[config.mk]
export PLATFORM = sky130hd
export DESIGN_NAME = eia_front
export DESIGN_NICKNAME = d
export VERILOG_FILES = /design/src/rtl/core/eia_pkg.sv /design/src/rtl/core/eia_front.sv
export SDC_FILE = /design/constraint.sdc
export NUM_CORES = 1
export LEC_CHECK = 0
export BUFFER_PORTS_ARGS = -buffer_cell sky130_fd_sc_hd__buf_4
export CAP_MARGIN = 40
export CORE_AREA = 2 2 39 41
export CTS_BUF_LIST = sky130_fd_sc_hd__clkbuf_16
export CTS_CLUSTER_DIAMETER = 200
export CTS_CLUSTER_SIZE = 20
export DETAILED_ROUTE_END_ITERATION = 8
export DIE_AREA = 0 0 41 43
export PLACE_DENSITY = 0.61
export SLEW_MARGIN = 20
export SYNTH_ARGS = -nofsm -noshare
export SYNTH_HDL_FRONTEND = slang
export SYNTH_SLANG_ARGS = --single-unit
[constraint.sdc]
create_clock -name clk -period 2 [get_ports clk]
set_clock_uncertainty 0.15 [all_clocks]
set_input_delay 0.4 -clock clk [delete_from_list [all_inputs] [get_ports clk]]
set_output_delay 0.4 -clock clk [all_outputs]
set_load 0.005 [all_outputs]
[src/rtl/core/eia_pkg.sv]
// ----------------------------------------------------------------------------
// eia_pkg: shared types and constants for the entity id allocator
// Transaction structs, command codes, queue sizing and back-end states.
// ----------------------------------------------------------------------------
`default_nettype none

package eia_pkg;

    localparam int NUM_IDS = 1024;
    localparam int ID_W    = $clog2(NUM_IDS);
    localparam int CNT_W   = ID_W + 1;

    typedef logic [ID_W-1:0]  id_t;
    typedef logic [CNT_W-1:0] cnt_t;

    // Pool full / id range limit
    localparam cnt_t FULL_CNT = cnt_t'(NUM_IDS);

    // Action codes as they arrive on the request channel
    localparam logic [1:0] ACT_ALLOC   = 2'd0;
    localparam logic [1:0] ACT_RELEASE = 2'd1;
    localparam logic [1:0] ACT_FIRST   = 2'd2;
    localparam logic [1:0] ACT_NEXT    = 2'd3;

    typedef enum logic [1:0] {
        OP_ALLOC,
        OP_RELEASE,
        OP_FIRST,
        OP_NEXT
    } op_t;

    typedef struct packed {
        logic [1:0] action;
        id_t        entity_id;
    } req_t;

    typedef struct packed {
        id_t  result_id;
        logic valid_res;
        logic error;
        cnt_t live_count;
    } rsp_t;

    // Classified command passed from front end to back end
    typedef struct packed {
        op_t op;
        id_t id;
    } cmd_t;

    localparam int Q_DEPTH = 2;
    localparam int Q_PTR_W = $clog2(Q_DEPTH);

    typedef enum logic {
        BK_FETCH,
        BK_EXEC
    } bk_state_t;

endpackage

`default_nettype wire

[src/rtl/core/eia_front.sv]
// ----------------------------------------------------------------------------
// eia_front: request intake
// Registers an accepted transaction, decodes its action and hands it on.
// ----------------------------------------------------------------------------
`default_nettype none

module eia_front (
    input  wire logic          clk,
    input  wire logic          rst_n,
    input  wire logic          req_valid,
    output logic               req_stall,
    input  wire eia_pkg::req_t req,
    output logic               push,
    output eia_pkg::cmd_t      cmd,
    input  wire logic          q_full
);
    import eia_pkg::*;

    logic front_valid_reg;
    logic front_valid_next;
    cmd_t front_reg;
    cmd_t front_next;
    logic accept;
    op_t  op_dec;

    always_comb
    begin
        case (req.action)
            ACT_ALLOC:   op_dec = OP_ALLOC;
            ACT_RELEASE: op_dec = OP_RELEASE;
            ACT_FIRST:   op_dec = OP_FIRST;
            ACT_NEXT:    op_dec = OP_NEXT;
            default:     op_dec = OP_NEXT;
        endcase
    end

    assign req_stall = front_valid_reg && q_full;
    assign accept    = req_valid && !req_stall;
    assign push      = front_valid_reg && !q_full;
    assign cmd       = front_reg;

    always_comb
    begin
        front_valid_next = front_valid_reg;
        front_next       = front_reg;
        if (accept)
        begin
            front_valid_next = 1'b1;
            front_next.op    = op_dec;
            front_next.id    = req.entity_id;
        end
        else if (push)
        begin
            front_valid_next = 1'b0;
        end
    end

    always_ff @(posedge clk or negedge rst_n)
    begin
        if (!rst_n)
        begin
            front_valid_reg <= 1'b0;
        end
        else
        begin
            front_valid_reg <= front_valid_next;
        end
    end

    always_ff @(posedge clk)
    begin
        front_reg <= front_next;
    end

endmodule

`default_nettype wire

==> run metrics <==
internal power roughly 0.00062 W; hold crit path type in -> reg; initial core utilization 0.307; crit path DAT approximately 0.95 ns; number of flip-flops in the largest register 12; Syn Inst Count 19; Sw Ratio 0.161; Routed WL per cell around 12 um; Core Util, Final 0.543; chip height between 40 and 50 um; commonest non-fill, non-tap cell in the layout buf_4; WL final 788 um; Setup CP Type reg -> out; Die Wd a little over 40 um; Clk pin slew, worst setup/hold paths approximately 0.040 ns; Detail Route Antenna Nets 0; fin. max-slew vios 0; Slew headroom 0.895; total global-route track usage 0.101; Antenna Cells 0; die area 1760 um^2; CP max FO 4; vias in the first global route roughly 280; min cycle time layout around 1.5 ns; gp weighted congestion 0.593; RSZ-0062 raised after global routing no; via count between 200 and 300; mapped cell area approximately 430 um^2; CTS root buf clkbuf_16; synth unique cells 7; post-route setup slack just under 0.5 ns; commonest non-fill, non-tap cells in the layout buf_4, edfxtp_1, clkbuf_16; Final Cycle Share 0.752; CP Launch Type flip-flop; share of layout cells above drive strength 1 0.692; Non-Filler Cell Area, Final about 750 um^2; static leakage between 0.3 and 0.4 nW; Layout area overhead 76.8%; CP Capture Type primary output; Synth Net Count 35; clock sink count 13; CTS tree done; Filler cells 121; Crit-path slowest cell dfrtp_1; Remaining DRCs 0; synthesized flop and latch total 13; 1st-pass router iterations 4; Comb pwr share 0.083; # IOs 30; Worst EP required approximately 1.5 ns; Cell Area, Placed 663 um^2; post-synthesis sequential area ratio 0.906; fin nets between 60 and 70; FP Rows 14; CTS Buffer Depth 2; Syn Area/Cell around 22 um^2; max cap viols 0; Congestion Overflow GR 0; worst vdd ir 503 uV; final setup fails 0; Fin Setup TNS 0 ns; Skew-Pair Late Insertion Delay about 0.23 ns; worst slack at placement about 0.61 ns; final hold vios 0; worst-margin pin slew between 0.15 and 0.2 ns; max incr delay on CP 0.39 ns; first-pass GRT wire length about 1100 um; power density over the cells 985 nW/um^2; pin count of the biggest net entering global routing 13; CTS Buf Count 3; drt initial violations 2; antenna violations before repair 0; postcts setup bufs 0; port bufs 29; Reg power frac 0.433; Cell Chain, Critical Path and2b_2, buf_4; Fmax 665 MHz; clock network fraction of total power 0.484; Net Sw Power approximately 0.00012 W; CTS H-tree lvls 1; Yosys warnings 0; Placeable Area 1380 um^2; status completed; Vias/cell about 4.2
==> per-layer routing <==
metal  up-vias  GRT usage  share of wire
li1        134          -              -
met1       121     0.0951           0.37
met2        27      0.156           0.48
met3         2     0.0314           0.14
met4         0      0.100         0.0076
met5         -          0              0
==> synthesized netlist by cell type (all sizes together) <==
master	instances	share of area
a21boi	1	0.018
a21o	1	0.021
and2	1	0.018
and2b	1	0.021
clkbuf	2	0.018
dfrtp	1	0.059
edfxtp	12	0.85
==> worst max-delay path, delay by kind of cell (launching register included) <==
kind | cells | cell delay, ns
buf+inv | 1 | 0.13
flops | 1 | 0.39
simple gates | 1 | 0.20
==> kinds of logic (layout without fill, tap and decap cells) <==
| kind of cell | after synthesis | in the layout | share of synthesized area |
|---|---|---|---|
| flops | 13 | 13 | 0.906 |
| simple gates | 2 | 2 | 0.0382 |
| buf+inv | 2 | 35 | 0.0177 |
| compound gates | 2 | 2 | 0.0382 |
==> stage by stage <==
step	hold slack, ns	std cells	total power, W
global route	0.180	68	0.000770
global placement	0.0255	63	0.000385
CTS	0.183	68	0.000753
detailed placement	0.0264	63	0.000386
floorplan	-0.0456	19	0.000338
finish	0.189	68	0.000740
==> power groups by stage <==
stage	Clock (W)	Combinational (W)	Sequential (W)
floorplan	0	0.0000106	0.000327
global placement	0	0.0000597	0.000325
detailed placement	0	0.0000613	0.000325
CTS	0.000370	0.0000629	0.000321
global route	0.000381	0.0000681	0.000321
finish	0.000358	0.0000616	0.000321
==> timing repair <==
item / CTS / global route
hold buffers: 1 / 0
resized for setup: 0 / 0
endpoints found under the hold margin: 1 / 0
setup endpoints to repair: 0 / 0
==> final timing paths <==
check	startpoint	to	slack (ns)	cells past startpoint
max	front_valid_reg$_DFFE_PN0P_	push	0.50	2
min	req[11]	cmd[11]$_DFFE_PP_	0.19	1
max reg2reg	front_valid_reg$_DFFE_PN0P_	cmd[6]$_DFFE_PP_	0.76	2
min reg2reg	front_valid_reg$_DFFE_PN0P_	front_valid_reg$_DFFE_PN0P_	0.37	1
max in group asynchronous	rst_n	front_valid_reg$_DFFE_PN0P_	1.28	2
min in group asynchronous	rst_n	front_valid_reg$_DFFE_PN0P_	0.34	2
==> area by class of cell <==
cell class	instances	area, um^2	share of cell area
flip-flops and latches	13	385	0.512
multi-input cells	4	32.5	0.0433
clock buffers	3	75.1	0.0998
clock inverters	1	3.75	0.00499
repair buffers	31	235	0.313
well taps	16	20.0	0.0266
Note: power is estimated with default switching activity, not from simulation.
