### src/rtl/core/eia_pkg.sv
// ----------------------------------------------------------------------------
// eia_pkg: shared types and constants for the entity id allocator
// Transaction structs, command codes, queue sizing and back-end states.
// ----------------------------------------------------------------------------
`default_nettype none

package eia_pkg;

    localparam int NUM_IDS = 1024;
    localparam int ID_W    = $clog2(NUM_IDS);
    localparam int CNT_W   = ID_W + 1;

    typedef logic [ID_W-1:0]  id_t;
    typedef logic [CNT_W-1:0] cnt_t;

    // Pool full / id range limit
    localparam cnt_t FULL_CNT = cnt_t'(NUM_IDS);

    // Action codes as they arrive on the request channel
    localparam logic [1:0] ACT_ALLOC   = 2'd0;
    localparam logic [1:0] ACT_RELEASE = 2'd1;
    localparam logic [1:0] ACT_FIRST   = 2'd2;
    localparam logic [1:0] ACT_NEXT    = 2'd3;

    typedef enum logic [1:0] {
        OP_ALLOC,
        OP_RELEASE,
        OP_FIRST,
        OP_NEXT
    } op_t;

    typedef struct packed {
        logic [1:0] action;
        id_t        entity_id;
    } req_t;

    typedef struct packed {
        id_t  result_id;
        logic valid_res;
        logic error;
        cnt_t live_count;
    } rsp_t;

    // Classified command passed from front end to back end
    typedef struct packed {
        op_t op;
        id_t id;
    } cmd_t;

    localparam int Q_DEPTH = 2;
    localparam int Q_PTR_W = $clog2(Q_DEPTH);

    typedef enum logic {
        BK_FETCH,
        BK_EXEC
    } bk_state_t;

endpackage

`default_nettype wire

### src/rtl/core/eia_queue.sv
// ----------------------------------------------------------------------------
// eia_queue: command queue
// Short FIFO decoupling the front end from the back end.
// ----------------------------------------------------------------------------
`default_nettype none

module eia_queue (
    input  wire logic          clk,
    input  wire logic          rst_n,
    input  wire logic          push,
    input  wire eia_pkg::cmd_t push_cmd,
    output logic               q_full,
    input  wire logic          pop,
    output logic               q_valid,
    output eia_pkg::cmd_t      head_cmd
);
    import eia_pkg::*;

    cmd_t                 entry_reg [Q_DEPTH];
    logic [Q_PTR_W-1:0]   wr_ptr_reg;
    logic [Q_PTR_W-1:0]   wr_ptr_next;
    logic [Q_PTR_W-1:0]   rd_ptr_reg;
    logic [Q_PTR_W-1:0]   rd_ptr_next;
    logic [Q_PTR_W:0]     count_reg;
    logic [Q_PTR_W:0]     count_next;

    assign q_full   = count_reg == (Q_PTR_W+1)'(Q_DEPTH);
    assign q_valid  = count_reg != '0;
    assign head_cmd = entry_reg[rd_ptr_reg];

    always_comb
    begin
        wr_ptr_next = wr_ptr_reg;
        rd_ptr_next = rd_ptr_reg;
        count_next  = count_reg;
        if (push)
        begin
            wr_ptr_next = (wr_ptr_reg == Q_PTR_W'(Q_DEPTH - 1)) ? '0 : wr_ptr_reg + 1'b1;
        end
        if (pop)
        begin
            rd_ptr_next = (rd_ptr_reg == Q_PTR_W'(Q_DEPTH - 1)) ? '0 : rd_ptr_reg + 1'b1;
        end
        if (push && !pop)
        begin
            count_next = count_reg + 1'b1;
        end
        else if (pop && !push)
        begin
            count_next = count_reg - 1'b1;
        end
    end

    always_ff @(posedge clk or negedge rst_n)
    begin
        if (!rst_n)
        begin
            wr_ptr_reg <= '0;
            rd_ptr_reg <= '0;
            count_reg  <= '0;
        end
        else
        begin
            wr_ptr_reg <= wr_ptr_next;
            rd_ptr_reg <= rd_ptr_next;
            count_reg  <= count_next;
        end
    end

    always_ff @(posedge clk)
    begin
        if (push)
        begin
            entry_reg[wr_ptr_reg] <= push_cmd;
        end
    end

endmodule

`default_nettype wire

### config.mk
export PLATFORM = sky130hd
export DESIGN_NAME = eia_queue
export DESIGN_NICKNAME = d
export VERILOG_FILES = /design/src/rtl/core/eia_pkg.sv /design/src/rtl/core/eia_queue.sv
export SDC_FILE = /design/constraint.sdc
export NUM_CORES = 1
export LEC_CHECK = 0
export BUFFER_PORTS_ARGS = -buffer_cell sky130_fd_sc_hd__buf_2
export CORE_UTILIZATION = 50
export DETAILED_ROUTE_END_ITERATION = 8
export GPL_ROUTABILITY_DRIVEN = 0
export GPL_TIMING_DRIVEN = 0
export PLACE_DENSITY = 0.83
export SYNTH_ARGS = -nofsm -noshare
export SYNTH_HDL_FRONTEND = slang
export SYNTH_SLANG_ARGS = --single-unit
### constraint.sdc
create_clock -name clk -period 1.6 [get_ports clk]
set_input_delay 0.16 -clock clk [delete_from_list [all_inputs] [get_ports clk]]
set_output_delay 0.16 -clock clk [all_outputs]
set_load 0.01 [all_outputs]
==> results by group, run 1 <==
Yosys
  • Ys flop type: edfxtp_1
  • Cell taking the most area after synthesis: edfxtp_1
  • Commonest cells in the netlist: edfxtp_1, mux2_4, dfrtp_1, xor2_1, mux2_2
  • Asr flop ratio synth: 14.3%
  • Synth area leaders: edfxtp_1, mux2_4, dfrtp_1
  • Unique masters post-synth: 13
  • Syn_area_per_cell: 20.6 um2
  • Cells after Synth: 53
  • Register area share after synthesis: 75.3%
  • Most numerous cell in the Yosys netlist: edfxtp_1
  • Yosys top cell area share: 66.1%
  • Mapped Nets: 70
  • Synth warnings: 0
  • Synthesized flop and latch total: 28
  • Post-synth EDFFs: 24
  • Mapped cell area: 1090 um2

Finish
  • Max FFs per register: 24
  • Number of fill cells in the layout: 155
  • Share of cells above drive strength 1: 55.1%
  • Non-Filler Instances: 116
  • P&R area growth vs syn: 22.0%
  • Antenna Cells: 0
  • Nets: 107

Setup path
  • Worst Path Required: 1.44 ns
  • CP arrival: 1.34 ns
  • CP Launch Type: register
  • CP Max Fanout: 10
  • Crit Path Class: reg2out
  • Setup crit end kind: primary output

Drt
  • DRT Pass-1 Iters: 3
  • Overall routed net length: 1470 um
  • DRC: 0
  • Remaining antenna violation count: 0
  • Via-to-Cell Ratio: 4.84
  • Drt initial violations: 2
  • WL/cell: 12.7 um
  • Via count: 562

Timing
  • # setup viols final: 0
  • Final setup margin: 0.0978 ns
  • Final Critical Period: 1.50 ns
  • Final Hold Viols: 0
  • Worst hold slack: 0.0136 ns
  • Max-slew violation count: 0
  • Fin crit share: 93.9%
  • F_max: 0.666 GHz
  • RSZ-0062 raised after global routing: no
  • Worst slew margin relative to its limit: 59.0%
  • Worst clock skew: 0.00641 ns
  • Setup tns final: 0 ns
  • Worst Tran Pin Value: 0.612 ns

Clock tree
  • Clk slew on worst S/H paths: 0.13 ns
  • TritonCTS clock tree: built
  • CTS buffer count: 3
  • Clk_lat worst skew: 0.32 ns
  • Total clock sinks: 28
  • Root buf cell: clkbuf_4
  • H-Tree Depth: 1
  • Clk buf depth: 2

Hold path
  • Tightest Hold Check Type: in2reg

Floorplanning
  • Row count: 16
  • DIE AREA: 2370 um2
  • Core area: 2000 um2
  • Starting Density: 54.4%
  • Die X: 48.7 um
  • Ports: 30
  • Die Ht: 48.7 um

Placed design
  • DPL Wire Length: 1030 um
  • Setup slack at placement: -0.0122 ns
  • Port-buffer cells: 29
  • Inst Count DP: 109

Global routing
  • Vias in the first global route: 544
  • Largest net degree at the start of global routing: 16
  • First-pass GRT wire length: 2390 um
  • Overflow after GRT: 0
  • GRT Total Usage: 14.0%
  • Antenna violations before repair: 0

Outcome
  • Outcome: finished clean

Pwr
  • Leak: 0.552 nW
  • Max VDD drop: 0.781 mV
  • Power Dens Cells: 1590 nW/um2

Flow run
  • Max_cap viols: 0
worst max-delay path, stage by stage, from the launching register on:
cell and delay [ns]:
dfrtp_2 0.44, buf_8 0.16, mux2_4 0.29, buf_2 0.14
stage by stage:
| stage | area, um2 | utilization (%) | total power, W |
|---|---|---|---|
| final | 1330 | 66.4 | 0.00211 |
| after global routing | 1330 | 66.4 | 0.00222 |
| after CTS | 1310 | 65.3 | 0.00209 |
| after detailed placement | 1270 | 63.4 | 0.00181 |
| after global placement | 1270 | 63.4 | 0.00179 |
| after floorplan | 1090 | - | 0.00158 |
path summary, 6_finish.rpt:
path | startpoint | end | slack, ns | cells past startpoint
setup / recovery | rd_ptr_reg | head_cmd[10] | 0.1 | 3
hold / removal | push_cmd[9] | entry_reg[0][9] | 0.01 | 1
setup reg to reg | wr_ptr_reg | entry_reg[0][8] | 0.30 | 1
hold reg to reg | count_reg[1] | count_reg[1] | 0.49 | 1
max in group asynchronous | rst_n | rd_ptr_reg | 1.30 | 2
min in group asynchronous | rst_n | wr_ptr_reg | 0.15 | 2
per-layer routing:
metal	vias to the layer above	routed length, um	global-route usage, %
li1	265	-	-
met1	274	586	14.9
met2	20	790	25.0
met3	3	57	3.77
met4	0	35	7.35
met5	-	0	0
cell type report:
cell class	count	area [um2]	area share, %
well taps	27	33.8	2.54
repair buffers	32	173	13.0
flip-flops and latches	28	822	61.8
plain buffers	1	15.0	1.13
inverters	1	3.75	0.282
multi-input cells	23	256	19.3
clock buffers	4	26.3	1.98
kinds of logic after synthesis:
| kind of cell | share of synthesized area, % |
|---|---|
| DFF | 75.3 |
| muxes | 15.5 |
| buffers and inverters | 1.38 |
| adders and majority gates | 1.15 |
| xor gates and xnor gates | 4.02 |
| and+or+nand+nor | 2.64 |
placed cells by master, fill, tap and decap left out:
master         count
buf_4              1
nor2b_2            1
xor2_1             4
and2_1             1
edfxtp_1          24
dfrtp_2            1
clkbuf_4           3
xnor2_1            1
clkbuf_1           1
dfrtp_1            3
dlygate4sd3_1      2
nor2_1             1
or2_2              1
inv_1              1
nor2b_1            1
buf_8              1
mux2_2             3
mux2_4             9
ha_1               1
buf_2             29
power by group:
group | internal [W] | switching [W]
logic | 0.000419 | 0.000341
clock network | 0.0000978 | 0.000189
registers | 0.000987 | 0.0000763
total | 0.00150 | 0.000606
timing repair:
action | CTS | global route
resized for setup | 1 | 2
endpoints found under the setup margin | 12 | 9
hold buffers | 1 | 1
hold endpoints to repair | 4 | 2
setup buffers | 0 | 1
Power figures use the tool's default switching activity.
==> inputs of run 2 (changes only) <==
--- a/config.mk
+++ b/config.mk
@@ -6,11 +6,14 @@
 export NUM_CORES = 1
 export LEC_CHECK = 0
 export BUFFER_PORTS_ARGS = -buffer_cell sky130_fd_sc_hd__buf_2
-export CORE_UTILIZATION = 50
+export CELL_PAD_IN_SITES_DETAIL_PLACEMENT = 1
+export CELL_PAD_IN_SITES_GLOBAL_PLACEMENT = 2
+export CORE_ASPECT_RATIO = 1.75
+export CORE_UTILIZATION = 36
 export DETAILED_ROUTE_END_ITERATION = 8
 export GPL_ROUTABILITY_DRIVEN = 0
 export GPL_TIMING_DRIVEN = 0
-export PLACE_DENSITY = 0.83
+export PLACE_DENSITY = 0.82
 export SYNTH_ARGS = -nofsm -noshare
 export SYNTH_HDL_FRONTEND = slang
 export SYNTH_SLANG_ARGS = --single-unit
==> results by group, run 2 (synthesis results as in run 1) <==
Placed design
  • Port-buffer cells: 29
  • Setup slack at placement: -0.0512 ns
  • DPL Wire Length: 1250 um

Setup path
  • CP Max Fanout: 10
  • CP arrival: 1.35 ns
  • R2R Path Start: wr_ptr_reg
  • Worst Setup SP: rd_ptr_reg
  • Worst Path Required: 1.44 ns
  • Crit Path Class: reg2out
  • CP Launch Type: register
  • Setup crit end kind: primary output

Timing
  • RSZ-0062 raised after global routing: no
  • F_max: 0.661 GHz
  • Final Critical Period: 1.51 ns
  • Fin crit share: 94.6%
  • # setup viols final: 0
  • Worst clock skew: 0.00582 ns
  • Worst slew margin relative to its limit: 57.2%
  • Final setup margin: 0.0861 ns
  • Final Hold Viols: 0
  • Worst Tran Pin Value: 0.639 ns
  • Max-slew violation count: 0

Hold path
  • Tightest Hold Check Type: in2reg
  • HP Start: push_cmd[10]

Clock tree
  • Root buf cell: clkbuf_8
  • Setup Buffers After CTS: 0
  • H-Tree Depth: 1
  • TritonCTS clock tree: built
  • Clk slew on worst S/H paths: 0.09 ns
  • Clk_lat worst skew: 0.27 ns
  • Clk buf depth: 2
  • CTS buffer count: 3
  • Total clock sinks: 28

Drt
  • Remaining antenna violation count: 0
  • DRC: 2
  • Via count: 550
  • Overall routed net length: 1610 um
  • Via-to-Cell Ratio: 4.78
  • WL/cell: 14.0 um
  • DRT Pass-1 Iters: 6
  • Drt initial violations: 8

Floorplanning
  • Die Ht: 74.8 um
  • Row count: 26
  • Ports: 30
  • Core area: 2900 um2
  • Starting Density: 37.6%
  • Die X: 43.6 um
  • DIE AREA: 3260 um2

Finish
  • Share of cells above drive strength 1: 54.0%
  • Commonest non-fill, non-tap cell in the layout: buf_2
  • Max FFs per register: 24
  • Nets: 105
  • Most frequent cells in the layout: buf_2, edfxtp_1, mux2_4
  • Fin util: 45.9%
  • P&R area growth vs syn: 21.8%
  • Antenna Cells: 0

Global routing
  • Vias in the first global route: 546
  • First-pass GRT wire length: 2530 um
  • Met1 GRT Util: 12.9%
  • GRT Total Usage: 11.3%
  • GR Util met3: 2.88%
  • Largest net degree at the start of global routing: 16
  • Met2 Use GR: 18.4%
  • Overflow after GRT: 0
  • GRT Max-Usage Layer: met2
  • Antenna violations before repair: 0

Flow run
  • Max_cap viols: 0

Pwr
  • Total Power: 0.00217 W
  • Power Dens Cells: 1630 nW/um2
  • Max VDD drop: 0.943 mV
  • Leak: 0.551 nW

Outcome
  • Violated checks: design-rule violations
  • Outcome: complete, but fails checks
## run 2: cell types whose count changed in the layout (fill, tap and decap cells not counted), sizes merged
| cell | change |
|---|---|
| buf | -1 |
| dlygate4sd3 | -1 |
## run 2: area by class of cell
cell class | count | area [um2]
multi-input cells | 23 | 256
repair buffers | 30 | 155
flip-flops and latches | 28 | 821
well taps | 28 | 35.0
fillers | 285 | 1570
clock buffers | 4 | 45.0
inverters | 1 | 3.75
plain buffers | 1 | 11.3
## run 2: path summary, 6_finish.rpt
path                                          to  slack, ns  depth (start not counted)
worst max register to register   entry_reg[0][7]       0.29                          1
worst min register to register      count_reg[1]       0.49                          1
worst min-delay path            entry_reg[1][10]       0.07                          1
worst max-delay path                 head_cmd[8]       0.09                          3
max in group asynchronous             rd_ptr_reg       1.27                          2
min in group asynchronous             wr_ptr_reg       0.21                          2
## run 2: repair_timing
item,in CTS,in global routing
hold endpoints to repair,4,0
setup endpoints to repair,12,0
hold buffers,1,0
gates resized for setup,1,0
## run 2: per-layer routing
layer,vias to the layer above,wire (um)
met5,-,0
met4,0,46
met3,5,80
met2,18,854
met1,261,628
li1,266,-
## run 2: metrics by stage
stage	area (um2)	hold WS [ns]	setup TNS, ns	cells
2_1_floorplan	1090	-0.136	0	53
3_3_place_gp	1270	-0.0269	0	110
3_5_place_dp	1270	-0.0293	-0.611	110
4_1_cts	1330	0.0651	0	115
5_1_grt	1330	0.0647	0	115
6_report	1330	0.0704	0	115
## run 2: power breakdown
part	switching, W	internal [W]	total [W]
logic	0.000331	0.000392	0.000723
clock network	0.000197	0.000178	0.000375
registers	0.0000860	0.000986	0.00107
## run 2: worst max-delay path: stages, from the launching register on
cell and delay (ns):
dfrtp_1 0.43, buf_6 0.21, mux2_4 0.31, buf_2 0.14
==> inputs of run 3 (changes only) <==
--- a/config.mk
+++ b/config.mk
@@ -9,11 +9,12 @@
 export CELL_PAD_IN_SITES_DETAIL_PLACEMENT = 1
 export CELL_PAD_IN_SITES_GLOBAL_PLACEMENT = 2
 export CORE_ASPECT_RATIO = 1.75
-export CORE_UTILIZATION = 36
+export CORE_UTILIZATION = 34
 export DETAILED_ROUTE_END_ITERATION = 8
 export GPL_ROUTABILITY_DRIVEN = 0
 export GPL_TIMING_DRIVEN = 0
-export PLACE_DENSITY = 0.82
+export PLACE_DENSITY = 0.79
+export SLEW_MARGIN = 20
 export SYNTH_ARGS = -nofsm -noshare
 export SYNTH_HDL_FRONTEND = slang
 export SYNTH_SLANG_ARGS = --single-unit
==> results by group, run 3 (synthesis results as in run 1) <==
Timing
  • Final Critical Period: 1.53 ns
  • Worst clock skew: 0.00334 ns
  • RSZ-0062 raised after global routing: no
  • Setup tns final: 0 ns
  • # setup viols final: 0
  • Worst Tran Pin Value: 0.638 ns
  • Final Hold Viols: 0
  • Worst slew margin relative to its limit: 57.3%
  • Fin crit share: 95.4%
  • Max-slew violation count: 0
  • F_max: 0.655 GHz

Setup path
  • CP Max Fanout: 10
  • R2r setup slk: 0.27 ns
  • Setup crit end kind: primary output
  • Crit Path Class: reg2out
  • CP arrival: 1.37 ns
  • CP Launch Type: register
  • Reg2reg path depth: 1
  • R2R Path Start: wr_ptr_reg
  • Reg2Reg Capture Point: entry_reg[0][9]
  • Worst Path Required: 1.44 ns

Pwr
  • Sw Pwr: 0.000639 W
  • Sequential power share: 48.1%
  • Clk pwr share: 18.9%
  • Logic pwr share: 33.0%
  • Leak: 0.557 nW
  • Sw frac: 28.6%
  • Max VDD drop: 0.760 mV
  • Power Dens Cells: 1650 nW/um2
  • Total Power: 0.00224 W
  • Pint: 0.00160 W

Drt
  • Remaining antenna violation count: 0
  • DRC: 0
  • Via-to-Cell Ratio: 4.43
  • Uppermost routed layer: met4
  • Overall routed net length: 1760 um
  • Met2 wire len: 1050 um
  • DRT Pass-1 Iters: 4
  • WL/cell: 13.7 um
  • Metal3 WL: 84 um
  • Via count: 572
  • Drt initial violations: 4
  • M1 WL: 577 um

Hold path
  • Worst Hold Endpoint: rd_ptr_reg
  • Tightest Hold Check Type: in2reg
  • HP Start: pop
  • Worst hold path stage count: 2

Global routing
  • Overflow after GRT: 0
  • Antenna violations before repair: 0
  • Largest net degree at the start of global routing: 16
  • First-pass GRT wire length: 2800 um
  • GRT Total Usage: 11.6%
  • Vias in the first global route: 642

Clock tree
  • Clk_lat worst skew: 0.27 ns
  • Total clock sinks: 28
  • H-Tree Depth: 1
  • Clk slew on worst S/H paths: 0.09 ns
  • Clk buf depth: 2
  • Root buf cell: clkbuf_8
  • TritonCTS clock tree: built
  • CTS buffer count: 3

Floorplanning
  • Core area: 2990 um2
  • Die Ht: 76.9 um
  • Ports: 30
  • DIE AREA: 3440 um2
  • Row count: 26
  • Starting Density: 36.4%
  • Die X: 44.8 um

Finish
  • P&R area growth vs syn: 24.3%
  • Commonest non-fill, non-tap cell in the layout: buf_2
  • Share of cells above drive strength 1: 55.2%
  • Antenna Cells: 0
  • Most frequent cells in the layout: buf_2, edfxtp_1, mux2_4
  • Number of fill cells in the layout: 318
  • Nets: 105
  • Max FFs per register: 24

Placed design
  • Port-buffer cells: 29
  • DPL Wire Length: 1350 um

Outcome
  • Outcome: finished clean

Flow run
  • Max_cap viols: 0
-- run 3: cell count changes in the layout (fill, tap and decap cells not counted) --
cell,delta
clkbuf_1,-1
clkbuf_8,+1
-- run 3: layer usage --
metal	track usage (%)	vias to the layer above
met4	7.27	0
met1	10.7	284
met5	0	-
met2	21.0	18
met3	2.59	5
li1	-	265
-- run 3: worst max path at each step --
stage	cells past startpoint	start	to
after detailed placement	1	wr_ptr_reg	entry_reg[0][3]
after global placement	1	wr_ptr_reg	entry_reg[0][4]
after floorplan	1	wr_ptr_reg	entry_reg[0][0]
after global routing	3	rd_ptr_reg	head_cmd[8]
after CTS	3	rd_ptr_reg	head_cmd[11]
final	3	rd_ptr_reg	head_cmd[11]
-- run 3: area by class of cell --
type / count / area, um2 / share of cell area, %
flip-flops and latches: 28 / 821 / 60.6
multi-input cells: 23 / 256 / 18.9
repair buffers: 30 / 155 / 11.4
clock buffers: 4 / 55.1 / 4.06
well taps: 42 / 52.6 / 3.88
plain buffers: 1 / 11.3 / 0.831
inverters: 1 / 3.75 / 0.277
-- run 3: repair_timing --
action,CTS,global route
hold endpoints to repair,4,0
setup endpoints to repair,12,0
buffers inserted,0,0
hold buffers,1,0
gates resized for setup,1,0
-- run 3: through the flow --
stage	worst slack [ns]	instance area (um2)	util (%)	hold WS (ns)	cells
floorplan	0.255	1090	-	-0.136	53
global placement	-0.0222	1290	43.0	-0.0336	124
detailed placement	-0.109	1290	43.0	-0.0317	124
CTS	0.0444	1360	45.3	0.0686	129
global route	0.00803	1360	45.3	0.0649	129
finish	0.0732	1360	45.3	0.0745	129
-- run 3: power by group through the flow --
| stage | combinational (W) | clock, W | sequential, W |
|---|---|---|---|
| floorplan | 0.000515 | 0 | 0.00106 |
| global placement | 0.000725 | 0 | 0.00108 |
| detailed placement | 0.000754 | 0 | 0.00109 |
| CTS | 0.000758 | 0.000439 | 0.00108 |
| global route | 0.000801 | 0.000460 | 0.00109 |
| finish | 0.000739 | 0.000422 | 0.00108 |
-- run 3: critical path: stages, from the launching register on --
cell and delay [ns]:
dfrtp_1 0.44, buf_6 0.21, mux2_4 0.31, buf_2 0.14
